--- config.mk ---
export PLATFORM = sky130hd
export DESIGN_NAME = ffra_alu
export DESIGN_NICKNAME = d
export VERILOG_FILES = /design/src/rtl/ffra_pkg.sv /design/src/rtl/ffra_alu.sv
export SDC_FILE = /design/constraint.sdc
export NUM_CORES = 1
export LEC_CHECK = 0
export BUFFER_PORTS_ARGS = -buffer_cell sky130_fd_sc_hd__buf_2
export CORE_AREA = 4 4 81 83
export DETAILED_ROUTE_END_ITERATION = 8
export DIE_AREA = 0 0 85 87
export PLACE_DENSITY = 0.85
export SLEW_MARGIN = 10
export SYNTH_ARGS = -nofsm -noshare
export SYNTH_HDL_FRONTEND = slang
export SYNTH_SLANG_ARGS = --single-unit
export TNS_END_PERCENT = 10
--- constraint.sdc ---
create_clock -name vclk -period 13
set_input_delay 1.3 -clock vclk [all_inputs]
set_output_delay 1.3 -clock vclk [all_outputs]
set_load 0.01 [all_outputs]
--- src/rtl/ffra_pkg.sv ---
// ----------------------------------------------------------------------------
// ffra_pkg: shared types and constants of the region allocator
// Payload structures, command and register codes, table control and the
// operation codes of the shared adder.
// ----------------------------------------------------------------------------
package ffra_pkg;

    localparam int ADDR_W    = 32;
    localparam int PAD_W     = 21;
    localparam int CMD_W     = 2;
    localparam int LIVE_W    = 7;
    localparam int CFG_IDX_W = 2;
    localparam int OPND_W    = 33;
    localparam int SUM_W     = 34;

    localparam logic [CMD_W-1:0] CMD_ALLOC  = 2'd0;
    localparam logic [CMD_W-1:0] CMD_FREE   = 2'd1;
    localparam logic [CMD_W-1:0] CMD_LOOKUP = 2'd2;

    localparam logic [CFG_IDX_W-1:0] CFG_PAD_BYTES   = 2'd0;
    localparam logic [CFG_IDX_W-1:0] CFG_REGION_LOW  = 2'd1;
    localparam logic [CFG_IDX_W-1:0] CFG_REGION_HIGH = 2'd2;

    localparam logic [PAD_W-1:0]  PAD_RESET  = 21'd4096;
    localparam logic [ADDR_W-1:0] LOW_RESET  = 32'h0000_0000;
    localparam logic [ADDR_W-1:0] HIGH_RESET = 32'hFFFF_F000;

    localparam int LOW_SENTINEL  = 0;
    localparam int HIGH_SENTINEL = 1;
    localparam int FIRST_FREE    = 2;

    typedef enum logic {
        ALU_ADD,
        ALU_SUB
    } t_alu_op;

    typedef struct packed {
        logic rd_en;
        logic wr_next;
        logic wr_entry;
    } t_tbl_ctl;

    typedef struct packed {
        logic [CMD_W-1:0]  cmd;
        logic [ADDR_W-1:0] req_size;
        logic [ADDR_W-1:0] addr;
    } t_cmd_item;

    typedef struct packed {
        logic              ok;
        logic [ADDR_W-1:0] region_base;
        logic [ADDR_W-1:0] region_size;
        logic [LIVE_W-1:0] live_entries;
    } t_rsp_item;

endpackage

--- src/rtl/ffra_alu.sv ---
// ----------------------------------------------------------------------------
// ffra_alu: shared adder and comparator
// Adds two 33-bit operands without wrap, or subtracts them, and compares the
// sum against a third operand. The sequencer's rounding, pad and tests use it.
// ----------------------------------------------------------------------------
module ffra_alu (
    input  ffra_pkg::t_alu_op            i_op,
    input  logic [ffra_pkg::OPND_W-1:0]  i_x,
    input  logic [ffra_pkg::OPND_W-1:0]  i_y,
    input  logic [ffra_pkg::OPND_W-1:0]  i_z,
    output logic [ffra_pkg::SUM_W-1:0]   o_sum,
    output logic                         o_le
);
    import ffra_pkg::*;

    logic             sub;
    logic [SUM_W-1:0] y_ext;

    assign sub   = (i_op == ALU_SUB);
    assign y_ext = sub ? ~{1'b0, i_y} : {1'b0, i_y};
    assign o_sum = {1'b0, i_x} + y_ext + SUM_W'(sub);
    assign o_le  = (o_sum <= {1'b0, i_z});

endmodule

==> flow_metrics.tcl, run 1 <==
set metrics [dict create \
    cp_data_required_time_ps 11700 \
    cpPeakStageDelay_ps 460 \
    worstSetupEndpointType "primary output" \
    netlist_top_cells_area "ha_1 (28%), xor2_1 (13%), inv_1 (5.7%), a21oi_1 (5.5%), a21o_1 (5.4%)" \
    hold_class "in -> out" \
    crit_start "i_op" \
    detailed_place_hpwl_mm 7.34 \
    crit_slowest_cell "buf_4" \
    worst-endpoint-arrival_ps 6070 \
    final.hold.worst_slack_ps 2910 \
    worst_ir_drop_vdd_mv 0.0497 \
    placementRows 28 \
    clock.fmax_mhz 136 \
    worst_setup_path_start_kind "input pin" \
    power_leakage_nw 2.06 \
    grt_setup_unrepaired "no" \
    nNetsFinal 698 \
    globalRouteOverflowTotal 0 \
    layout_worst_path_cycle_share_pct 56.7 \
    postLayoutCoreUtil_pct 62.4 \
    globalRouteTotalUtil_pct 21.4 \
    place_inst 605 \
    grt_pass1_vias 3259 \
    timing.hold.worst_path_depth 3 \
    ctsResizeCount 0 \
    place_congestion 0.890 \
    setup.worst_path.class "in -> out" \
    count_of_filler_cells_inserted_in_the_layout 515 \
    pwr_cell_area_nw_per_um2 85.9 \
    run_status "finished, final reports clean" \
    yosysTopAreaCell "ha_1" \
    hold_violations 0 \
    vias 3421 \
    nClkBuffers 0 \
    post_route_cells_drive_above_1_share_pct 27.2 \
    die-width_um 85 \
    holdBufCountCts 0 \
    slew-limit-headroom_pct 62.7 \
    fin_setup_tns_ps 0 \
    grt_antenna_before_repair 0 \
    design.portCount 135 \
    stdcell_area_um2 3650 \
    worst_path_fanout_max 36 \
    global_route_wire_length_before_repair_mm 13.7 \
    grt_start_max_net_pins 37 \
    setup_viol 0 \
    cts_setup_buffers 0 \
    coreArea_um2 5850 \
    num_antenna_cells 0 \
    initial_utilization_pct 49.9 \
    syn_to_final_growth_pct 25.1 \
    cp_common_cell "a21o_1" \
    routed_via_density 5.65 \
    route.antenna.remaining_nets 0 \
    min_clock_period_post_route_ps 7370 \
    avgRoutedWirePerCell_um 13.7 \
    drt_pre_antenna_iters 7 \
    timing.final.max_slew_violations 0 \
    seq_area_frac_synth_pct 0 \
    synthesis.area_um2 2920 \
    fp.dieArea_um2 7400 \
    timing.max_cap.violations 0 \
    cp_cell_sequence "buf_2 -> buf_4 -> xor2_1 -> ha_1 -> a21o_1 -> a21o_1 -> a221oi_1 -> a21oi_1 -> or3_4 -> a211o_1 -> o311ai_1 -> ha_1 -> a21o_1 -> a21oi_1 -> o211ai_1 -> nand2_1 -> a22o_1 -> a211o_1 -> nand3_1 -> mux2i_1 -> buf_2" \
    dpl-instance-area_um2 3650 \
    wirelength_mm 8.31 \
    die_h_um 87 \
    syn_nets 568 \
    nFlopsAndLatches 0 \
    tightest_slew_ps 560 \
    synthesis.yosys.warnings 0 \
    numPortBuffers 135 \
    postSynthAreaPerCell_um2 7.26 \
    remaining_drcs 0 \
    synth_top_area_share_pct 27.9 \
    syn_inst 402 \
    synth.lib_cells_used.distinct 48 \
    stdcell_count 605 \
    ff_latch_area_um2 0 \
    first_iter_violations 137 \
    hold_path.startpoint "i_x[0]" \
]
## report_power, final
group | switching (mW) | internal [mW]
Sequential | 0 | 0
Combinational | 0.176 | 0.137
Clock | 0 | 0
Total | 0.176 | 0.137
## metal layers
layer	wire length, µm	vias to the layer above	GRT usage, %
li1	-	1716	-
met1	3470	1545	26.3
met2	4040	150	40.5
met3	727	10	2.65
met4	68	0	2.73
met5	0	-	0
## per-stage QoR
| stage | setup WS, ps | total power [mW] |
|---|---|---|
| 6_report | 5630 | 0.313 |
| 5_1_grt | 5330 | 0.352 |
| 4_1_cts | 5670 | 0.313 |
| 3_5_place_dp | 5680 | 0.310 |
| 3_3_place_gp | 5900 | 0.303 |
| 2_1_floorplan | 5980 | 0.215 |
## cells in the final DEF, fill, tap and decap left out, drive strengths merged, types with 2 or more instances in the layout
cell	Yosys	layout
o21ai	21	21
nand4	12	12
nor4	2	2
a311o	3	3
nor2b	5	5
nand3	10	10
nor2	28	28
a211o	3	3
xnor2	16	16
o211ai	4	4
a21boi	2	2
mux2i	2	2
a311oi	2	2
and3	6	6
a31oi	3	3
xor2	42	42
nor3b	2	2
a2111oi	3	3
a31o	2	2
o21bai	3	3
buf	2	136
nand2b	7	7
nand2	20	20
ha	65	65
nand3b	2	2
a21o	21	21
inv	44	44
a211oi	5	5
o31ai	3	3
o21a	4	4
a21oi	32	32
nor3	8	8
## path summary, 6_finish.rpt
path	to	slack [ps]
worst max-delay path	o_le	5630
worst min-delay path	o_sum[0]	2910
## synth_stat cells (all sizes together) (2+ instances only)
cell,instances
a2111oi,3
a211o,3
a211oi,5
a21boi,2
a21o,21
a21oi,32
a311o,3
a311oi,2
a31o,2
a31oi,3
and3,6
buf,2
clkbuf,6
ha,65
inv,44
mux2i,2
nand2,20
nand2b,7
nand3,10
nand3b,2
nand4,12
nor2,28
nor2b,5
nor3,8
nor3b,2
nor4,2
o211ai,4
o21a,4
o21ai,21
o21bai,3
o31ai,3
xnor2,16
xor2,42
## kinds of logic after synthesis
kind of cell / Yosys count / synth area share [%]
AOI/OAI and AO/OA: 119 / 27.8
muxes: 3 / 1.07
xor gates and xnor gates: 58 / 17.4
buffers and inverters: 52 / 7.20
and+or+nand+nor: 104 / 18.0
adders and majority gates: 66 / 28.6
## worst max-delay path: cells and delay by family
kind / cells / cell delay (ps)
AO/OA/AOI/OAI: 11 / 2460
XOR/XNOR: 1 / 200
adder cells (fa/ha/maj): 2 / 610
buffers and inverters: 3 / 700
multiplexers: 1 / 210
AND/OR/NAND/NOR: 3 / 570
## cell type report
type	count	area [µm²]	share of cell area [%]
Inverter	44	165	4.53
Multi-Input combinational cell	350	2710	74.2
Tap cell	75	93.8	2.57
Timing Repair Buffer	136	683	18.7
(Power assumes the default switching activity.)
==> run 2, diff against run 1 <==
--- a/config.mk
+++ b/config.mk
@@ -6,10 +6,10 @@
 export NUM_CORES = 1
 export LEC_CHECK = 0
 export BUFFER_PORTS_ARGS = -buffer_cell sky130_fd_sc_hd__buf_2
-export CORE_AREA = 4 4 81 83
+export CORE_AREA = 4 4 82 84
 export DETAILED_ROUTE_END_ITERATION = 8
-export DIE_AREA = 0 0 85 87
-export PLACE_DENSITY = 0.85
+export DIE_AREA = 0 0 86 88
+export PLACE_DENSITY = 0.83
 export SLEW_MARGIN = 10
 export SYNTH_ARGS = -nofsm -noshare
 export SYNTH_HDL_FRONTEND = slang
==> constraint.sdc (replaced) <==
create_clock -name vclk -period 7
set_input_delay 0.7 -clock vclk [all_inputs]
set_output_delay 0.7 -clock vclk [all_outputs]
set_load 0.01 [all_outputs]
==> flow_metrics.tcl, run 2 (synthesis results as in run 1) <==
set metrics [dict create \
    setup_viol 0 \
    holdBufCountCts 0 \
    initial_utilization_pct 49.3 \
    worst_ir_drop_vdd_mv 0.0828 \
    remaining_drcs 0 \
    slew-limit-headroom_pct 61.3 \
    hold_violations 0 \
    stdcell_area_um2 3650 \
    num_antenna_cells 0 \
    fp.dieArea_um2 7570 \
    grt_setup_unrepaired "no" \
    grt_start_max_net_pins 22 \
    swShare_pct 56.1 \
    cell_internal_pwr_uw 254 \
    worst_setup_path_start_kind "input pin" \
    cts_setup_buffers 0 \
    worstSetupEndpointType "primary output" \
    route.antenna.remaining_nets 0 \
    min_clock_period_post_route_ps 6210 \
    global_route_wire_length_before_repair_mm 13.6 \
    postLayoutCoreUtil_pct 61.6 \
    detailed_place_hpwl_mm 7.22 \
    power.share.clock_pct 0 \
    stdcell_count 605 \
    timing.max_cap.violations 0 \
    coreArea_um2 5920 \
    power_leakage_nw 2.06 \
    nFlopsAndLatches 0 \
    design.portCount 135 \
    ctsResizeCount 0 \
    dpl-instance-area_um2 3650 \
    syn_to_final_growth_pct 25.1 \
    fin_total_pwr_uw 579 \
    grt_pass1_vias 3195 \
    fin_setup_tns_ps 0 \
    post_route_cells_drive_above_1_share_pct 27.2 \
    nClkBuffers 0 \
    most-common-layout-cells "buf_2 (135), ha_1 (65), inv_1 (44)" \
    vias 3327 \
    worst_path_fanout_max 21 \
    holdPathEnd "o_sum[0]" \
    drt_pre_antenna_iters 4 \
    power_switching_uw 325 \
    grt_antenna_before_repair 0 \
    first_iter_violations 118 \
    timing.final.max_slew_violations 0 \
    layout.cells.most_common "buf_2" \
    place_inst 605 \
    timing.hold.worst_path_depth 3 \
    globalRouteOverflowTotal 0 \
    hold_path.startpoint "i_x[0]" \
    die_h_um 88 \
    worst-endpoint-arrival_ps 5510 \
    power.share.sequential_pct 0 \
    pwr_cell_area_nw_per_um2 159 \
    placementRows 28 \
    run_status "finished, final reports clean" \
    routed_via_density 5.50 \
    tightest_slew_ps 581 \
    globalRouteTotalUtil_pct 20.9 \
    setup.worst_path.class "in -> out" \
    hold_class "in -> out" \
    layout_worst_path_cycle_share_pct 88.7 \
    avgRoutedWirePerCell_um 13.5 \
    cp_data_required_time_ps 6300 \
    wirelength_mm 8.18 \
    place_congestion 0.857 \
    die-width_um 86 \
    clock.fmax_mhz 161 \
    combPwrFrac_pct 100.0 \
    numPortBuffers 135 \
    ff_latch_area_um2 0 \
    nNetsFinal 698 \
]
[run 2: cell counts in the layout (fill, tap and decap cells not counted)]
Identical to the previous run, type by type.
[run 2: routing by layer]
layer  GRT usage, %  wire, µm
met4           1.87        65
met5              0         0
met3          0.753       533
met2           37.9      3860
met1           28.4      3720
[run 2: final cells by class]
class	count	area, µm²
Fill cell	555	2270
Tap cell	75	93.8
Inverter	44	165
Multi-Input combinational cell	350	2710
Timing Repair Buffer	136	683
[run 2: worst max-delay path by stage]
stage | from | to | slack, ps | cells after the start
2_1_floorplan | i_op | o_le | 1180 | 21
3_3_place_gp | i_op | o_le | 1110 | 19
3_5_place_dp | i_op | o_le | 830 | 21
4_1_cts | i_op | o_le | 840 | 21
5_1_grt | i_op | o_le | 490 | 21
6_report | i_op | o_le | 790 | 21
[run 2: power groups by stage]
| stage | clock network (mW) | registers, mW | logic, mW |
|---|---|---|---|
| 6_report | 0 | 0 | 0.579 |
| 5_1_grt | 0 | 0 | 0.650 |
| 4_1_cts | 0 | 0 | 0.578 |
| 3_5_place_dp | 0 | 0 | 0.574 |
| 3_3_place_gp | 0 | 0 | 0.562 |
| 2_1_floorplan | 0 | 0 | 0.399 |
[run 2: critical path, cell delays in order]
cell and delay [ps]:
buf_2 460, buf_4 380, xor2_1 180, ha_1 340, a21oi_1 190, o21bai_1 80
a21oi_1 130, o21ai_0 90, or3_4 430, a211o_1 360, o311ai_1 460, ha_1 330
a21o_1 190, a21oi_1 220, o211ai_1 160, nand2_1 100, a22o_1 150, a211o_1 130
nand3b_1 80, mux2i_1 160, buf_2 160
[run 2: stage by stage]
step           setup WS [ps]  hold slack, ps
3_5_place_dp             832            1700
2_1_floorplan           1180            1490
5_1_grt                  489            1720
4_1_cts                  844            1700
6_report                 794            1700
3_3_place_gp            1110            1700
